File: config.mk
export PLATFORM = sky130hd
export DESIGN_NAME = tks_cell
export DESIGN_NICKNAME = d
export VERILOG_FILES = /design/src/sv/tks_pkg.sv /design/src/sv/tks_cell.sv
export SDC_FILE = /design/constraint.sdc
export NUM_CORES = 1
export LEC_CHECK = 0
export BUFFER_PORTS_ARGS = -buffer_cell sky130_fd_sc_hd__buf_4
export CAP_MARGIN = 20
export CORE_AREA = 2 2 151 153
export DETAILED_ROUTE_END_ITERATION = 12
export DIE_AREA = 0 0 153 155
export RECOVER_POWER = 50
export SLEW_MARGIN = 10
export SYNTH_ARGS = -nofsm -noshare
export SYNTH_HDL_FRONTEND = slang
export SYNTH_SLANG_ARGS = --single-unit
File: constraint.sdc
create_clock -name clk -period 6.4 [get_ports clk]
set_input_delay 0.32 -clock clk [delete_from_list [all_inputs] [get_ports clk]]
set_output_delay 0.32 -clock clk [all_outputs]
set_load 0.05 [all_outputs]
File: src/sv/tks_pkg.sv
// Shared types, widths and the ranking function of the top-k score selector.
package tks_pkg;

    localparam int ID_W    = 64;
    localparam int SCORE_W = 32;
    localparam int RANK_W  = 6;
    localparam int CFG_W   = 7;

    typedef struct packed {
        logic [ID_W-1:0]    id;
        logic [SCORE_W-1:0] score;
    } pair_t;

    // Per-cycle commands broadcast from the controller to every cell.
    typedef struct packed {
        logic insert_en;
        logic shift_en;
    } cell_ctrl_t;

    typedef enum logic {
        S_COLLECT,
        S_DRAIN
    } sel_state_t;

    // True when pair a ranks strictly ahead of pair b: higher score first,
    // and on equal scores the smaller id first.
    function automatic logic ranks_ahead(pair_t a, pair_t b);
        logic res;
        if (a.score != b.score)
        begin
            res = (a.score > b.score);
        end
        else
        begin
            res = (a.id < b.id);
        end
        return res;
    endfunction

endpackage

File: src/sv/tks_cell.sv
// One cell of the sorted row: holds one pair, inserts or shifts with its neighbors.
module tks_cell (
    input  logic               clk,
    input  tks_pkg::cell_ctrl_t ctrl,
    input  tks_pkg::pair_t     new_pair,
    input  logic               occupied,
    input  logic               left_ahead,
    input  tks_pkg::pair_t     left_data,
    input  tks_pkg::pair_t     right_data,
    output logic               ahead,
    output tks_pkg::pair_t     data
);

    tks_pkg::pair_t data_reg;
    tks_pkg::pair_t data_next;

    // An empty cell loses to any incoming pair, so the row stays packed.
    assign ahead = !occupied || tks_pkg::ranks_ahead(new_pair, data_reg);
    assign data  = data_reg;

    always_comb
    begin
        data_next = data_reg;
        priority if (ctrl.shift_en)
        begin
            data_next = right_data;
        end
        else if (ctrl.insert_en && ahead)
        begin
            // If the new pair also beats the cell to the left, this cell takes
            // the left neighbor's pair; otherwise the new pair lands here.
            data_next = left_ahead ? left_data : new_pair;
        end
        else
        begin
            data_next = data_reg;
        end
    end

    always_ff @(posedge clk)
    begin
        data_reg <= data_next;
    end

endmodule

==> flow_metrics.py <==
metrics = {
    "detailed_routing": {
        "avgRoutedWirePerCell_um": 17.1,
        "routed_wl_um": 24300,
        "ant_nets": 0,
        "vias": 6815,
        "drcViolationCount": 0,
        "drtIter0Drc": 358,
        "vias_per_cell": 4.79,
        "dr.pass1.iters": 4,
    },
    "synthesis": {
        "ys_seq_area_share_pct": 39.8,
        "async_flop_share_pct": 0,
        "synth-edff-count": 96,
        "syn_avg_cell_area_sq_um": 9.52,
        "ys_warn_count": 0,
        "ys_types": 35,
        "ys_ff_latch": 96,
        "syn_area_sq_mm": 0.00725,
        "ys.flop_type": "edfxtp_1",
        "synth_nets": 1149,
        "synthCells": 761,
    },
    "clocking": {
        "htree_levels": 3,
        "path_clk_slew_ns": 0.07,
        "cts_setup_buffers": 0,
        "clkSinkCount": 96,
        "cts-resized-gates": 0,
        "cts_max_path_buffers": 2,
        "hold_buffers": 0,
        "clockRootBuffer": "clkbuf_16",
        "numCtsBuffers": 9,
        "tritoncts": "done",
        "insertion_delay_ns": 0.35,
    },
    "place": {
        "hpwl_um": 19700,
        "gp_congestion": 0.825,
        "io_buffers": 389,
        "post-place-ws_ns": 2.37,
    },
    "floorplan": {
        "placeableCoreArea_sq_mm": 0.0222,
        "fp.dieH_um": 155,
        "die_w_um": 153,
        "rows": 55,
        "start_util_pct": 32.6,
        "dieArea_sq_mm": 0.0237,
        "ios": 390,
    },
    "timing": {
        "period_needed_ns": 4.26,
        "relSlewSlack_pct": -130,
        "finalSetupTns_ns": 0,
        "setup_viol": 0,
        "skew_ns": 0.0132,
        "layout_setup_ws_ns": 2.14,
        "min_period_over_period_pct": 66.6,
        "slew_viol_final": 47,
        "worstMarginPinSlew_ns": 3.46,
        "rsz0062_at_grt": "false",
        "hold_violations": 0,
        "fmax_ghz": 0.235,
    },
    "cells_and_area": {
        "multi_input_area_sq_mm": 0.00388,
        "largest_register_ffs": 96,
        "drive_gt1_share_pct": 27.4,
        "n_fill_cell": 2274,
        "nets": 1520,
        "antennaDiodeCount": 0,
        "seqCellArea_sq_mm": 0.00288,
        "syn2layout_area_growth_pct": 42.6,
    },
    "grt": {
        "overflow": 0,
        "grt_pass1_wl_um": 37000,
        "grt_max_degree": 124,
        "grt_usage_pct": 20.0,
        "antenna_found_initial": 0,
        "grt_pass1_vias": 6658,
    },
    "pwr": {
        "power.density_mw_per_mm2": 208,
        "seqPwrFrac_pct": 38.2,
        "irDropWorstVdd_mv": 0.110,
        "swShare_pct": 38.0,
        "clock_power_share_pct": 23.9,
        "p_leak_uw": 0.00506,
        "p_int_uw": 1340,
        "p_sw_uw": 817,
        "p_comb_share_pct": 37.9,
    },
    "run": {
        "maxCapViolations": 1,
    },
    "worst_setup_path": {
        "crit_type": "input port to flip-flop",
        "critPathArrivalTime_ns": 4.32,
        "cp.required_ns": 6.46,
        "slowest_stage": "clkbuf_1",
        "crit_path_start_kind": "input port",
        "crit_fanout": 51,
        "path_cells": "clkbuf_1, buf_4, mux2i_1, o21ai_0",
        "slowest_delay_ns": 2.39,
        "end_kind": "flip-flop",
    },
    "run_status": {
        "failed_checks": "max-capacitance violations, max-slew violations",
        "outcome": "complete, but fails checks",
    },
    "worst_hold_path": {
        "hp-class": "input port to flip-flop",
    },
}
cells by family after synthesis:
kind of cell,after synthesis,share of synthesized area [%]
flip-flops,96,39.8
multiplexers,96,13.3
adder cells (fa/ha/maj),95,16.4
AO/OA/AOI/OAI,176,13.6
AND/OR/NAND/NOR,168,10.1
buffers and inverters,130,6.82
layer usage:
metal	wire [um]	GRT usage [%]	share of wire (%)
met1	10300	24.8	43
met5	0	0	0
met4	346	5.51	1.4
met2	12100	35.0	50
met3	1550	4.43	6.4
synthesized netlist by cell type, types with 2 or more instances:
cell | count | area share (%)
a21oi_1 | 32 | 2.2
a21boi_0 | 2 | 0.21
mux2i_1 | 96 | 13
a211oi_1 | 6 | 0.62
ha_1 | 95 | 16
nand2_1 | 116 | 6.0
o21ai_0 | 111 | 7.7
nand3_1 | 7 | 0.48
inv_1 | 98 | 5.1
a221oi_1 | 2 | 0.24
nand4_1 | 19 | 1.6
buf_2 | 5 | 0.35
nor3_1 | 5 | 0.35
edfxtp_1 | 96 | 40
nor2b_1 | 4 | 0.35
clkbuf_1 | 27 | 1.4
nor2_1 | 10 | 0.52
a21o_1 | 13 | 1.3
worst max-delay path, delay by kind of cell:
family                 cells  cell delay [ns]
multiplexers               1             0.34
buffers and inverters      2             3.39
AO/OA/AOI/OAI              1             0.10
through the flow:
| step | area, sq um | hold WS (ns) | std cells | util (%) | total power, uW |
|---|---|---|---|---|---|
| 2_1_floorplan | 7250 | 0.507 | 761 | - | 1360 |
| 5_1_grt | 10300 | 0.244 | 1422 | 46.5 | 2270 |
| 3_3_place_gp | 10400 | 0.599 | 1406 | 47.0 | 1710 |
| 3_5_place_dp | 10400 | 0.603 | 1406 | 47.0 | 1720 |
| 6_report | 10300 | 0.243 | 1422 | 46.5 | 2150 |
| 4_1_cts | 10700 | 0.231 | 1422 | 48.2 | 2230 |
layout make-up:
| cell class | count | share of cell area, % |
|---|---|---|
| Inverter | 98 | 3.56 |
| Clock inverter | 5 | 0.327 |
| Clock buffer | 11 | 2.25 |
| Tap cell | 285 | 3.45 |
| Sequential cell | 96 | 27.9 |
| Timing Repair Buffer | 392 | 25.0 |
| Multi-Input combinational cell | 535 | 37.5 |
power groups by stage:
stage	Sequential (uW)	Combinational (uW)	Clock [uW]
after global placement	837	876	0
final	824	816	514
after CTS	826	883	524
after global routing	833	897	543
after detailed placement	839	880	0
after floorplan	1080	279	0
path summary, 6_finish.rpt:
kind	start	to	slack, ns	cells after the start
worst max-delay path	left_ahead	data[93]$_DFFE_PP_	2.14	4
worst min-delay path	right_data[63]	data[63]$_DFFE_PP_	0.24	3
worst max register to register	data[27]$_DFFE_PP_	data[28]$_DFFE_PP_	2.54	9
worst min register to register	data[95]$_DFFE_PP_	data[93]$_DFFE_PP_	1.65	5
cells in the final DEF (no fill, tap or decap), types with 9 or more instances in the layout:
cell type  Yosys  routed
buf_4          0     294
nand2_1      116     116
o21ai_0      111     111
clkbuf_1      27      99
inv_1         98      98
mux2i_1       96      96
edfxtp_1      96      96
ha_1          95      95
a21oi_1       32      32
nand4_1       19      19
a21o_1        13      13
nor2_1        10      10
clkbuf_16      0       9
No activity file was read; power rests on OpenSTA's default activity.
